===== src/cfm_pkg.sv =====
// shared types, constants and helpers of the crossfade mixer
package cfm_pkg;

    localparam int SAMPLE_BITS   = 24;
    localparam int CHANNELS      = 8;
    localparam int CHAN_BITS     = $clog2(CHANNELS);
    localparam int GAIN_BITS     = 17;
    localparam int CFG_IDX_BITS  = 3;
    localparam int CFG_DATA_BITS = 17;
    localparam int ROOT_IN_BITS  = 33;

    // fixed point constants
    localparam logic [GAIN_BITS-1:0] GAIN_ONE      = 17'h10000;
    localparam logic [16:0]          FADE_RESET    = 17'd0;
    localparam logic [16:0]          LEVEL_RESET   = 17'd16384;
    localparam logic [3:0]           ACTIVE_RESET  = 4'd4;
    localparam logic [3:0]           ACTIVE_MIN    = 4'd2;
    localparam logic [3:0]           ACTIVE_MAX    = 4'd8;
    localparam logic [16:0]          DECLICK_RESET = 17'd454;

    // configuration register indexes
    localparam logic [CFG_IDX_BITS-1:0] CFG_FADE    = 3'd0;
    localparam logic [CFG_IDX_BITS-1:0] CFG_LEVEL   = 3'd1;
    localparam logic [CFG_IDX_BITS-1:0] CFG_ACTIVE  = 3'd2;
    localparam logic [CFG_IDX_BITS-1:0] CFG_SNAP    = 3'd3;
    localparam logic [CFG_IDX_BITS-1:0] CFG_DECLICK = 3'd4;

    // input frame
    typedef struct packed {
        logic signed [SAMPLE_BITS-1:0] sample_one;
        logic signed [SAMPLE_BITS-1:0] sample_two;
        logic signed [SAMPLE_BITS-1:0] sample_three;
        logic signed [SAMPLE_BITS-1:0] sample_four;
        logic signed [SAMPLE_BITS-1:0] sample_five;
        logic signed [SAMPLE_BITS-1:0] sample_six;
        logic signed [SAMPLE_BITS-1:0] sample_seven;
        logic signed [SAMPLE_BITS-1:0] sample_eight;
    } t_in_item;

    // mixed result
    typedef struct packed {
        logic signed [SAMPLE_BITS-1:0] mixed_sample;
        logic                          clipped;
    } t_out_item;

    // configuration after range limiting
    typedef struct packed {
        logic [16:0] fade;
        logic [16:0] level;
        logic [3:0]  active;
        logic        snap;
        logic [16:0] coeff;
    } t_mix_cfg;

    // square root unit control and status
    typedef struct packed {
        logic                    start;
        logic [ROOT_IN_BITS-1:0] radicand;
    } t_sqrt_req;

    typedef struct packed {
        logic                 busy;
        logic [GAIN_BITS-1:0] root;
    } t_sqrt_rsp;

    // pick one input sample by channel number
    function automatic logic signed [SAMPLE_BITS-1:0] sample_at(
        input t_in_item             item,
        input logic [CHAN_BITS-1:0] idx
    );
        logic signed [SAMPLE_BITS-1:0] s;
        unique case (idx)
            3'd0:    s = item.sample_one;
            3'd1:    s = item.sample_two;
            3'd2:    s = item.sample_three;
            3'd3:    s = item.sample_four;
            3'd4:    s = item.sample_five;
            3'd5:    s = item.sample_six;
            3'd6:    s = item.sample_seven;
            default: s = item.sample_eight;
        endcase
        return s;
    endfunction

endpackage


===== src/cfm_sqrt.sv =====
// iterative integer square root, one result bit per cycle
module cfm_sqrt (
    input  logic               i_clk,
    input  logic               i_rst_n,
    input  cfm_pkg::t_sqrt_req i_req,
    output cfm_pkg::t_sqrt_rsp o_rsp
);
    import cfm_pkg::*;

    localparam int RES_BITS = ROOT_IN_BITS + 2;
    localparam logic [ROOT_IN_BITS-1:0] TOP_BIT = ROOT_IN_BITS'(1) << (ROOT_IN_BITS - 1);

    logic [ROOT_IN_BITS-1:0] r_v;
    logic [RES_BITS-1:0]     r_res;
    logic [ROOT_IN_BITS-1:0] r_bit;
    logic [RES_BITS-1:0]     n_sum;
    logic                    n_fits;

    // trial subtraction of the current bit
    assign n_sum  = r_res + RES_BITS'(r_bit);
    assign n_fits = RES_BITS'(r_v) >= n_sum;

    // bit position walks down two places per step
    always_ff @(posedge i_clk) begin
        if (!i_rst_n) begin
            r_bit <= '0;
        end else if (i_req.start) begin
            r_bit <= TOP_BIT;
        end else if (r_bit != '0) begin
            r_bit <= r_bit >> 2;
        end
    end

    // remainder and partial root
    always_ff @(posedge i_clk) begin
        if (i_req.start) begin
            r_v   <= i_req.radicand;
            r_res <= '0;
        end else if (r_bit != '0) begin
            if (n_fits) begin
                r_v   <= r_v - ROOT_IN_BITS'(n_sum);
                r_res <= (r_res >> 1) + RES_BITS'(r_bit);
            end else begin
                r_res <= r_res >> 1;
            end
        end
    end

    assign o_rsp.busy = r_bit != '0;
    assign o_rsp.root = r_res[GAIN_BITS-1:0];

endmodule


===== src/cfm_engine.sv =====
// channel sequencer with gain memory, gain smoothing and weighted sum
module cfm_engine (
    input  logic               i_clk,
    input  logic               i_rst_n,
    input  logic               i_start,
    input  cfm_pkg::t_in_item  i_item,
    input  cfm_pkg::t_mix_cfg  i_cfg,
    output logic               o_idle,
    input  logic               i_out_free,
    output logic               o_res_valid,
    output cfm_pkg::t_out_item o_res,
    output cfm_pkg::t_sqrt_req o_sqrt_req,
    input  cfm_pkg::t_sqrt_rsp i_sqrt_rsp
);
    import cfm_pkg::*;

    typedef enum logic [3:0] {
        S_IDLE, S_SETUP, S_READ, S_TARGET, S_PROD, S_STEP,
        S_MAC, S_ACC, S_MIX, S_SAT, S_DONE
    } t_state;

    localparam int POS_BITS  = 19;
    localparam int PROD_BITS = 36;
    localparam int STEP_BITS = PROD_BITS - 16;
    localparam int TERM_BITS = SAMPLE_BITS + GAIN_BITS + 1;
    localparam int ACC_BITS  = TERM_BITS + CHAN_BITS;
    localparam int MIX_BITS  = ACC_BITS - 16;
    localparam int MP_BITS   = MIX_BITS + 18;
    localparam int RES_BITS  = MP_BITS - 14;
    localparam logic signed [RES_BITS-1:0] SAT_HI = RES_BITS'((64'sd1 <<< (SAMPLE_BITS-1)) - 1);
    localparam logic signed [RES_BITS-1:0] SAT_LO = -RES_BITS'(64'sd1 <<< (SAMPLE_BITS-1));

    t_state                        r_state;
    t_in_item                      r_item;
    logic [CHAN_BITS-1:0]          r_chan;
    logic [CHAN_BITS-1:0]          r_last;
    logic [16:0]                   r_fade;
    logic [16:0]                   r_level;
    logic [16:0]                   r_coeff;
    logic                          r_snap;
    logic [POS_BITS-1:0]           r_pos;
    logic [GAIN_BITS-1:0]          r_tgt;
    logic signed [17:0]            r_diff;
    logic signed [PROD_BITS-1:0]   r_prod;
    logic [GAIN_BITS-1:0]          r_gain;
    logic signed [TERM_BITS-1:0]   r_term;
    logic signed [ACC_BITS-1:0]    r_acc;
    logic signed [MP_BITS-1:0]     r_mixprod;
    logic signed [SAMPLE_BITS-1:0] r_res;
    logic                          r_clip;

    // gain memory with per-entry valid bits for the zero reset
    logic [GAIN_BITS-1:0] r_gain_mem [CHANNELS];
    logic [CHANNELS-1:0]  r_gain_vld;
    logic [GAIN_BITS-1:0] r_rd_data;
    logic                 r_rd_vld;

    logic [GAIN_BITS-1:0]        n_old_gain;
    logic [POS_BITS-1:0]         n_sel_sum;
    logic [CHAN_BITS-1:0]        n_sel_raw;
    logic [CHAN_BITS-1:0]        n_sel;
    logic signed [POS_BITS:0]    n_dist;
    logic [POS_BITS-1:0]         n_dabs;
    logic [GAIN_BITS-1:0]        n_lin;
    logic signed [17:0]          n_diff;
    logic signed [PROD_BITS-1:0] n_round;
    logic signed [STEP_BITS-1:0] n_step;
    logic signed [STEP_BITS-1:0] n_sum_gain;
    logic [GAIN_BITS-1:0]        n_gain;
    logic                        n_we;
    logic signed [ACC_BITS-1:0]  n_acc_rnd;
    logic signed [MIX_BITS-1:0]  n_mix;
    logic signed [MP_BITS-1:0]   n_mp_rnd;
    logic signed [RES_BITS-1:0]  n_res;

    // stored gain, zero until first written
    assign n_old_gain = r_rd_vld ? r_rd_data : '0;

    // nearest input for snap mode, ties go up
    assign n_sel_sum = r_pos + POS_BITS'(32768);
    assign n_sel_raw = n_sel_sum[POS_BITS-1:16];
    assign n_sel     = (n_sel_raw > r_last) ? r_last : n_sel_raw;

    // linear weight 1 - min(1, |pos - c|)
    assign n_dist = $signed({1'b0, r_pos}) - $signed({1'b0, r_chan, 16'b0});
    assign n_dabs = n_dist[POS_BITS] ? POS_BITS'(-n_dist) : POS_BITS'(n_dist);
    assign n_lin  = (n_dabs > POS_BITS'(GAIN_ONE)) ? '0 : GAIN_BITS'(POS_BITS'(GAIN_ONE) - n_dabs);

    assign o_sqrt_req.start    = (r_state == S_READ) && !r_snap;
    assign o_sqrt_req.radicand = {n_lin, 16'b0};

    // one-pole step with a minimum of one count toward the target
    assign n_diff  = $signed({1'b0, r_tgt}) - $signed({1'b0, n_old_gain});
    assign n_round = r_prod + PROD_BITS'(32768);
    always_comb begin
        n_step = n_round[PROD_BITS-1:16];
        if (n_step == '0 && r_diff != '0) begin
            n_step = r_diff[17] ? -STEP_BITS'(1) : STEP_BITS'(1);
        end
    end
    assign n_sum_gain = $signed({{(STEP_BITS-GAIN_BITS){1'b0}}, n_old_gain}) + n_step;
    assign n_gain     = n_sum_gain[GAIN_BITS-1:0];
    assign n_we       = r_state == S_STEP;

    // rounding of the sum and of the level product
    assign n_acc_rnd = r_acc + ACC_BITS'(32768);
    assign n_mix     = n_acc_rnd[ACC_BITS-1:16];
    assign n_mp_rnd  = r_mixprod + MP_BITS'(8192);
    assign n_res     = n_mp_rnd[MP_BITS-1:14];

    // gain memory: one write and one registered read per cycle
    always_ff @(posedge i_clk) begin
        if (n_we) begin
            r_gain_mem[r_chan] <= n_gain;
        end
        r_rd_data <= r_gain_mem[r_chan];
    end

    // valid bits of the gain memory
    always_ff @(posedge i_clk) begin
        if (!i_rst_n) begin
            r_gain_vld <= '0;
            r_rd_vld   <= 1'b0;
        end else begin
            if (n_we) begin
                r_gain_vld[r_chan] <= 1'b1;
            end
            r_rd_vld <= r_gain_vld[r_chan];
        end
    end

    // sequencer and datapath registers
    always_ff @(posedge i_clk) begin
        if (!i_rst_n) begin
            r_state <= S_IDLE;
            r_chan  <= '0;
        end else begin
            unique case (r_state)
                S_IDLE: begin
                    if (i_start) begin
                        r_item  <= i_item;
                        r_last  <= CHAN_BITS'(i_cfg.active - 4'd1);
                        r_fade  <= i_cfg.fade;
                        r_level <= i_cfg.level;
                        r_snap  <= i_cfg.snap;
                        r_coeff <= i_cfg.snap ? i_cfg.coeff : GAIN_ONE;
                        r_acc   <= '0;
                        r_chan  <= '0;
                        r_state <= S_SETUP;
                    end
                end
                S_SETUP: begin
                    r_pos   <= POS_BITS'(r_fade) * POS_BITS'(r_last);
                    r_state <= S_READ;
                end
                S_READ: begin
                    r_state <= S_TARGET;
                end
                S_TARGET: begin
                    if (r_snap) begin
                        r_tgt   <= (r_chan == n_sel) ? GAIN_ONE : '0;
                        r_state <= S_PROD;
                    end else if (!i_sqrt_rsp.busy) begin
                        r_tgt   <= i_sqrt_rsp.root;
                        r_state <= S_PROD;
                    end
                end
                S_PROD: begin
                    r_diff  <= n_diff;
                    r_prod  <= $signed({1'b0, r_coeff}) * n_diff;
                    r_state <= S_STEP;
                end
                S_STEP: begin
                    r_gain  <= n_gain;
                    r_state <= S_MAC;
                end
                S_MAC: begin
                    r_term  <= sample_at(r_item, r_chan) * $signed({1'b0, r_gain});
                    r_state <= S_ACC;
                end
                S_ACC: begin
                    r_acc <= r_acc + ACC_BITS'(r_term);
                    if (r_chan == r_last) begin
                        r_state <= S_MIX;
                    end else begin
                        r_chan  <= r_chan + CHAN_BITS'(1);
                        r_state <= S_READ;
                    end
                end
                S_MIX: begin
                    r_mixprod <= n_mix * $signed({1'b0, r_level});
                    r_state   <= S_SAT;
                end
                S_SAT: begin
                    if (n_res > SAT_HI) begin
                        r_res  <= SAT_HI[SAMPLE_BITS-1:0];
                        r_clip <= 1'b1;
                    end else if (n_res < SAT_LO) begin
                        r_res  <= SAT_LO[SAMPLE_BITS-1:0];
                        r_clip <= 1'b1;
                    end else begin
                        r_res  <= n_res[SAMPLE_BITS-1:0];
                        r_clip <= 1'b0;
                    end
                    r_state <= S_DONE;
                end
                S_DONE: begin
                    if (i_out_free) begin
                        r_state <= S_IDLE;
                    end
                end
                default: r_state <= S_IDLE;
            endcase
        end
    end

    assign o_idle             = r_state == S_IDLE;
    assign o_res_valid        = r_state == S_DONE;
    assign o_res.mixed_sample = r_res;
    assign o_res.clipped      = r_clip;

    // channel index never runs past the active count
    a_chan_bound: assert property (@(posedge i_clk) disable iff (!i_rst_n)
        (r_state != S_IDLE && r_state != S_SETUP) |-> (r_chan <= r_last))
        else $error("channel index beyond active inputs");

    // smoothing never overshoots unity gain
    a_gain_range: assert property (@(posedge i_clk) disable iff (!i_rst_n)
        n_we |-> (n_gain <= GAIN_ONE))
        else $error("gain written above unity");

    // square root is only started when free
    a_sqrt_free: assert property (@(posedge i_clk) disable iff (!i_rst_n)
        o_sqrt_req.start |-> !i_sqrt_rsp.busy)
        else $error("square root started while busy");

    // a finished result waits for the output slot
    a_res_hold: assert property (@(posedge i_clk) disable iff (!i_rst_n)
        (o_res_valid && !i_out_free) |=> (o_res_valid && $stable(r_res)))
        else $error("result lost before it was taken");

endmodule


===== src/equal_power_crossfade_mixer.sv =====
// top level: configuration registers, engine, square root unit and output register
//
// Usage
//   Input channel: a frame of eight signed samples is a request on i_in_valid,
//   taken at an edge where o_in_stall is low. Output channel: one mixed sample
//   and a clip flag per frame on o_out_valid, taken where i_out_stall is low.
//   Configuration: i_cfg_valid with i_cfg_index / i_cfg_data, always ready;
//   write only while the block is idle. Unknown indexes are ignored.
//   Sequencing: the engine visits the n active inputs one after another. In
//   smooth mode each input waits on the bit-serial square root (17 steps)
//   besides its read, multiply and accumulate steps; snap mode runs no square
//   root. A frame occupies the engine until its result enters the output
//   register.
//   The output register holds one finished result, so the next frame is taken
//   while it waits; a stalled receiver holds the engine at its last step.
//   Reset sets the registers to their defaults and all channel gains to zero.
module equal_power_crossfade_mixer (
    input  logic                                i_clk,
    input  logic                                i_rst_n,
    input  logic                                i_in_valid,
    output logic                                o_in_stall,
    input  cfm_pkg::t_in_item                   i_in_data,
    output logic                                o_out_valid,
    input  logic                                i_out_stall,
    output cfm_pkg::t_out_item                  o_out_data,
    input  logic                                i_cfg_valid,
    output logic                                o_cfg_ready,
    input  logic [cfm_pkg::CFG_IDX_BITS-1:0]    i_cfg_index,
    input  logic [cfm_pkg::CFG_DATA_BITS-1:0]   i_cfg_data
);
    import cfm_pkg::*;

    logic [16:0] r_fade;
    logic [16:0] r_level;
    logic [3:0]  r_active;
    logic        r_snap;
    logic [16:0] r_coeff;
    t_mix_cfg    n_cfg;
    logic        n_idle;
    logic        n_out_free;
    logic        n_res_valid;
    t_out_item   n_res;
    t_sqrt_req   n_sqrt_req;
    t_sqrt_rsp   n_sqrt_rsp;
    logic        r_out_valid;
    t_out_item   r_out;

    assign o_cfg_ready = 1'b1;

    // configuration registers
    always_ff @(posedge i_clk) begin
        if (!i_rst_n) begin
            r_fade   <= FADE_RESET;
            r_level  <= LEVEL_RESET;
            r_active <= ACTIVE_RESET;
            r_snap   <= 1'b0;
            r_coeff  <= DECLICK_RESET;
        end else if (i_cfg_valid && o_cfg_ready) begin
            unique case (i_cfg_index)
                CFG_FADE:    r_fade   <= i_cfg_data;
                CFG_LEVEL:   r_level  <= i_cfg_data;
                CFG_ACTIVE:  r_active <= i_cfg_data[3:0];
                CFG_SNAP:    r_snap   <= i_cfg_data[0];
                CFG_DECLICK: r_coeff  <= i_cfg_data;
                default: ;
            endcase
        end
    end

    // range limits on the registers
    assign n_cfg.fade   = (r_fade > GAIN_ONE) ? GAIN_ONE : r_fade;
    assign n_cfg.level  = (r_level > GAIN_ONE) ? GAIN_ONE : r_level;
    assign n_cfg.active = (r_active < ACTIVE_MIN) ? ACTIVE_MIN :
                          (r_active > ACTIVE_MAX) ? ACTIVE_MAX : r_active;
    assign n_cfg.snap   = r_snap;
    assign n_cfg.coeff  = (r_coeff > GAIN_ONE) ? GAIN_ONE : r_coeff;

    // input handshake
    assign o_in_stall = !n_idle;

    cfm_engine u_engine (
        .i_clk       (i_clk),
        .i_rst_n     (i_rst_n),
        .i_start     (i_in_valid && n_idle),
        .i_item      (i_in_data),
        .i_cfg       (n_cfg),
        .o_idle      (n_idle),
        .i_out_free  (n_out_free),
        .o_res_valid (n_res_valid),
        .o_res       (n_res),
        .o_sqrt_req  (n_sqrt_req),
        .i_sqrt_rsp  (n_sqrt_rsp)
    );

    cfm_sqrt u_sqrt (
        .i_clk   (i_clk),
        .i_rst_n (i_rst_n),
        .i_req   (n_sqrt_req),
        .o_rsp   (n_sqrt_rsp)
    );

    // output register, free when empty or being taken
    assign n_out_free = !r_out_valid || !i_out_stall;

    always_ff @(posedge i_clk) begin
        if (!i_rst_n) begin
            r_out_valid <= 1'b0;
        end else if (n_res_valid && n_out_free) begin
            r_out_valid <= 1'b1;
        end else if (!i_out_stall) begin
            r_out_valid <= 1'b0;
        end
    end

    always_ff @(posedge i_clk) begin
        if (n_res_valid && n_out_free) begin
            r_out <= n_res;
        end
    end

    assign o_out_valid = r_out_valid;
    assign o_out_data  = r_out;

endmodule

===== config.mk =====
export PLATFORM = sky130hd
export DESIGN_NAME = equal_power_crossfade_mixer
export DESIGN_NICKNAME = d
export VERILOG_FILES = /design/src/cfm_pkg.sv /design/src/cfm_sqrt.sv /design/src/cfm_engine.sv /design/src/equal_power_crossfade_mixer.sv
export SDC_FILE = /design/constraint.sdc
export NUM_CORES = 2
export LEC_CHECK = 0
export BUFFER_PORTS_ARGS = -buffer_cell sky130_fd_sc_hd__buf_2
export CORE_MARGIN = 3
export CORE_UTILIZATION = 30
export DETAILED_ROUTE_END_ITERATION = 12
export HOLD_SLACK_MARGIN = 0.08
export SLEW_MARGIN = 10
export SYNTH_ARGS = -nofsm -noshare
export SYNTH_HDL_FRONTEND = slang
export SYNTH_SLANG_ARGS = --single-unit

===== constraint.sdc =====
create_clock -name i_clk -period 17.6 [get_ports i_clk]
set_input_delay 3.52 -clock i_clk [delete_from_list [all_inputs] [get_ports i_clk]]
set_output_delay 3.52 -clock i_clk [all_outputs]
set_load 0.02 [all_outputs]

Yosys cells after proc, flatten, opt, wreduce, memory -nomap -nowiden. Memory sizes are Yosys's and may differ from the RTL's. A register that Yosys moved wholly into a read port is not among the register bits. Index checks and enable logic that the tools add are counted.

Flip-flop bits (word level): 696. Bits in writable memories: 136. Bits in latches: 0. Input bits: 217. Logic and storage cells: 183. Output and inout bits: 28. Memories: 1. ROM bits: 0.

$lt $le $gt $ge: 12. Shifts and indexed selects: 0. Multipliers: 4. Add/subtract/negate cells: 15. Bitwise operators: 3. Reduce and logical (&&, ||, !) cells: 39. Multiplexer cells: 41. Div/mod/pow operators: 0. Equality and inequality tests: 28.

Memory list: u_engine.r_gain_mem (words 8, bits a word 17, rd ports 1, clocked after Yosys merged registers in 1, write ports 1, RTL line cfm_engine.sv:53) `logic [GAIN_BITS-1:0] r_gain_mem [CHANNELS];`.

Operators with widths (count): 24-bit one-hot mux with 7 select lines (1); 33-bit two-way mux (5); 17-bit two-way mux (7); 45-bit one-hot mux with 2 select lines (1); 24-bit two-way mux (3); 17-bit > comparator, second input constant (3); 47-bit by 15-bit adder with 47-bit output, second input constant (1); 29-bit by 18-bit multiplier with 47-bit output (1); 45-bit by 17-bit adder with 45-bit output, second input constant (1); 45-bit by 42-bit adder with 45-bit output (1); 45-bit two-way mux (1); 4-bit one-hot mux with 11 select lines (1); 24-bit by 18-bit multiplier with 42-bit output (1); 36-bit by 17-bit adder with 36-bit output, second input constant (1); 18-bit by 18-bit multiplier with 36-bit output (1); 34-bit by 33-bit adder with 35-bit output (1); 35-bit by 33-bit adder with 35-bit output (1); 33-bit by 35-bit >= comparator with 1-bit output (1); 35-bit two-way mux (1); 33-bit by 24-bit > comparator with 1-bit output, second input constant (1); 33-bit by 24-bit less-than comparator with 1-bit output, second input constant (1); 33-bit nonzero test (1); 33-bit subtractor (1); 2-bit AND reduction (13); other kinds (45) (92).

Logic depth before layout (Yosys ltp).
Depth after elaboration: 6. Depth in mapped cells: 37.

By module. Synthesis repeated with hierarchy kept, for this count alone.

Cell total of the unflattened synthesis: 8244. Area total of the unflattened synthesis: 82252.6 µm².

By module, submodules not included: cfm_engine (area each 71338.4 µm², cells each 6988, times used 1, seq. area each 19308.5 µm²); cfm_sqrt (area each 7502.2 µm², cells each 902, times used 1, seq. area each 2031.9 µm²); equal_power_crossfade_mixer (area each 3412.0 µm², cells each 354, times used 1, seq. area each 1891.8 µm²).

Least setup slack after synthesis. OpenSTA, ideal clock, no wires.

Path kind: input-to-reg. From: input i_rst_n. To: register u_engine.r_acc[0] (enable). Stages: 4. Setup time: 407 ps. Data arrival time: 10920 ps. Data required time: 17193 ps. Path slack: 6273 ps. Path through: inv_2 nor3_1 and3_1 nand2b_1.

Cells in the longest elaborated chain, start to end: 1.

Ends and longest elaborated chain: from (decl) (RTL line equal_power_crossfade_mixer.sv:19) `input logic i_rst_n,`; 3-bit AND reduction (no source line); to (signal assigned) (RTL line cfm_engine.sv:182) `r_acc <= r_acc + ACC_BITS'(r_term);`; to (decl) (RTL line cfm_engine.sv:47) `logic signed [ACC_BITS-1:0] r_acc;`.

No other way between the ends. A chain may end at the register's enable or synchronous reset.

Worst setup path after layout.
From: register u_engine.r_rd_vld. To: register u_engine.r_prod[35] (data pin).

Cells in the longest elaborated chain, start to end: 3.

Ends and longest elaborated chain: from (decl) (RTL line cfm_engine.sv:56) `logic r_rd_vld;`; from (signal assigned) (RTL line cfm_engine.sv:128) `r_rd_vld <= r_gain_vld[r_chan];`; 17-bit two-way mux (RTL line cfm_engine.sv:77) `assign n_old_gain = r_rd_vld ? r_rd_data : '0;`; 17-bit by 17-bit subtractor with 18-bit output (RTL line cfm_engine.sv:93) `assign n_diff = $signed({1'b0, r_tgt}) - $signed({1'b0, n_old_gain});`; 18-bit by 18-bit multiplier with 36-bit output (RTL line cfm_engine.sv:170) `r_prod <= $signed({1'b0, r_coeff}) * n_diff;`; to (signal assigned) (RTL line cfm_engine.sv:170); to (decl) (RTL line cfm_engine.sv:44) `logic signed [PROD_BITS-1:0] r_prod;`.

No other way between the ends.

==> flow_summary.ini <==
[floorplan]
die_area_sq_um = 277000
fp.dieW_um = 526
boundaryPins = 245
die_height_um = 526
fp.coreArea_sq_um = 269000
initial_core_util_pct = 30.2
num_rows = 190

[clock_network]
ctsResizeCount = 0
cts_buffers = 89
cts_sinks = 821
clock_tree.root_cell = sky130_fd_sc_hd__clkbuf_16
postCtsHoldBufs = 0
clkSlewWorstSetupHoldPaths_ns = 0.06
worst_skew_pair.late_latency_ns = 0.76
cts_tree = yes
h_tree_levels = 3
number_of_buffers_on_the_longest_clock_path = 3
postCtsSetupBuffers = 0

[synthesis]
synth-async-reset-ratio_pct = 0
synth_largest_type_area_fraction_pct = 28.0
top_cells_by_count_synth = 1,403 x sky130_fd_sc_hd__inv_1, 1,160 x sky130_fd_sc_hd__nand2_1, 1,135 x sky130_fd_sc_hd__fa_1
synth.distinct_cells = 80
synth_area_sq_um = 81200
syn_avg_cell_area_sq_um = 9.93
synth_sequential_area_ratio_pct = 28.4
synth_enable_flop_cells = 663
post_synth_main_area_contributors = sky130_fd_sc_hd__fa_1 28%, sky130_fd_sc_hd__edfxtp_1 25%, sky130_fd_sc_hd__ha_1 8.0%
synth_top_cell_by_area = sky130_fd_sc_hd__fa_1
top_count_cell_post_synth = sky130_fd_sc_hd__inv_1
yosysWarningCount = 0
syn_nets = 10000
postSynth.topFlopCell = sky130_fd_sc_hd__edfxtp_1
syn_inst = 8174
ys_seq_elements = 821

[global_routing]
grt_resource_usage_total_pct = 15.0
antenna_violations_before_repair = 31
grt_pass1_wl_um = 336000
grt_max_degree = 90
grt_pass1_vias = 61100
grt_overflow = 0

[timing]
timing_worst_slew_pin_value_ns = 1.27
number_of_slew_limit_violations_in_the_final_report = 0
final-hold-violation-count = 0
fin_tns_setup_ns = 0
finalCriticalPeriod_ns = 10.21
finalSetupViolations = 0
max_freq_mhz = 97.9
part_of_the_cycle_the_worst_path_needs_pct = 58.0
clock-skew-final_ns = 0.0931
grt_setup_unrepaired = no
max_slew_margin_pct = 15.1

[critical_path]
worst_r2r_endpoint = u_engine.r_prod[35]
critPathMostFrequentCell = sky130_fd_sc_hd__fa_1
rr_worst_depth = 33
critical_path.slowest_cell = sky130_fd_sc_hd__a2111oi_0
startpoint_type = register
critical_path.endpoint_type = register
timing.critical_path.from = u_engine.r_rd_vld
r2r-start = u_engine.r_rd_vld
endpoint = u_engine.r_prod[35]
worstSetupPathType = register to register
slowest_delay_ns = 0.81
critical_path_required_ns = 18.06
arrival_ns = 10.67
critPathMaxFanout = 18
r2r_setup_slack_ns = 7.39

[cells_and_area]
seqCellArea_sq_um = 23100
fill_cells = 27100
multi_input_comb_area_sq_um = 51800
area_delta_synth_final_pct = 10.7
fraction_of_final_layout_cells_sized_beyond_drive_strength_1_pct = 7.19
nets = 10200

[detailed_routing]
routed.top_layer = met5
drtIter0Drc = 4036
m1WireLength_um = 94500
met3WireLength_um = 13000
vias_per_cell = 4.83
drt_drc_violations_left = 0
detailedRoute.firstPassIterationCount = 6
wl_per_cell_um = 17.4
ant_nets = 0
routed_wl_um = 207000
detailroute.via_count = 57700
met2RoutedLength_um = 94500

[place]
gp_routability_congestion = 0.876
io_buffers = 243
detailedPlacementHpwl_um = 157000

[hold_path]
min-delay-path-class = register to register
worstHoldStart = u_engine.r_res[16]

[flow_run]
cap_violations = 0

[outcome]
status = complete, no violations
sequential cells by signal, indices dropped and copies added (netlist names), 18 cells and up:
| signal | cells |
|---|---|
| u_engine.r_pos | 19 |
| u_engine.r_gain_mem | 136 |
| u_engine.r_prod | 21 |
| o_out_data | 25 |
| u_engine.r_mixprod | 34 |
| u_sqrt.r_res | 35 |
| u_engine.r_term | 42 |
| u_engine.r_diff | 18 |
| u_engine.r_item | 192 |
| u_engine.r_acc | 45 |
| u_engine.r_res | 24 |
| u_sqrt.r_v | 33 |
metal layers:
metal,vias to the layer above,track usage (%)
met5,-,0
met4,18,3.76
met3,316,2.38
li1,26700,-
met2,1777,24.2
met1,29000,20.9
worst min path at each step:
| stage | end | depth (start not counted) |
|---|---|---|
| final | o_out_data[17] | 0 |
| after global routing | o_out_data[4] | 0 |
| after CTS | o_out_data[10] | 0 |
| after detailed placement | o_out_data[10] | 0 |
| after global placement | o_out_data[3] | 0 |
| after floorplan | o_out_data[0] | 0 |
placed cells by master (no fill, tap or decap), drive strengths merged, types with 107 or more instances in the layout:
cell,synthesis,routed
buf,23,372
clkbuf,305,111
inv,1405,1408
dfxtp,158,158
edfxtp,663,663
nand2,1160,1160
a21o,107,107
xor2,131,131
o21ai,168,168
and2,452,452
ha,519,519
nor2,327,327
xnor2,223,223
fa,1135,1135
a21oi,342,342
stage by stage:
step | setup WS, ns | util, % | hold WS [ns] | instance area [sq um] | std cells
final | 7.39 | 33.5 | 0.416 | 89900 | 12000
after detailed placement | 7.42 | 32.3 | 0.405 | 86700 | 11800
after global routing | 6.74 | 33.4 | 0.422 | 89900 | 11900
after floorplan | 6.27 | - | 0.400 | 81200 | 8174
after global placement | 7.48 | 32.3 | 0.408 | 86700 | 11800
after CTS | 7.43 | 33.4 | 0.419 | 89800 | 11900
worst max-delay path, delay by kind of cell, from the launching register on:
| family | cells | cell delay (ns) |
|---|---|---|
| AO/OA/AOI/OAI | 15 | 4.22 |
| adder cells (fa/ha/maj) | 9 | 3.84 |
| flip-flops | 1 | 0.70 |
| AND/OR/NAND/NOR | 2 | 0.54 |
| XOR/XNOR | 2 | 0.40 |
| buffers and inverters | 5 | 0.26 |
cell type report:
cell class | instances | share of cell area [%]
inverters | 1405 | 5.87
repair buffers | 372 | 2.45
well taps | 3552 | 4.94
diodes | 17 | 0.0473
multi-input cells | 5620 | 57.6
flip-flops and latches | 821 | 25.7
clock buffers | 111 | 2.67
clock inverters | 55 | 0.752
logic make-up (layout without fill, tap and decap cells):
logic type / after synthesis / in the layout / share of synthesized area [%]
simple gates: 2515 / 2515 / 14.6
other cells: 1 / 18 / 0.00462
mux: 48 / 48 / 0.598
buf+inv: 1733 / 1943 / 8.06
fa+ha+maj: 1654 / 1654 / 36.0
compound gates: 1048 / 1048 / 8.45
xor+xnor: 354 / 354 / 3.82
flops: 821 / 821 / 28.4
Power is left out: the tool's default activity adds up to more than one toggle a clock period on the data nets, which glitch-free logic cannot reach.
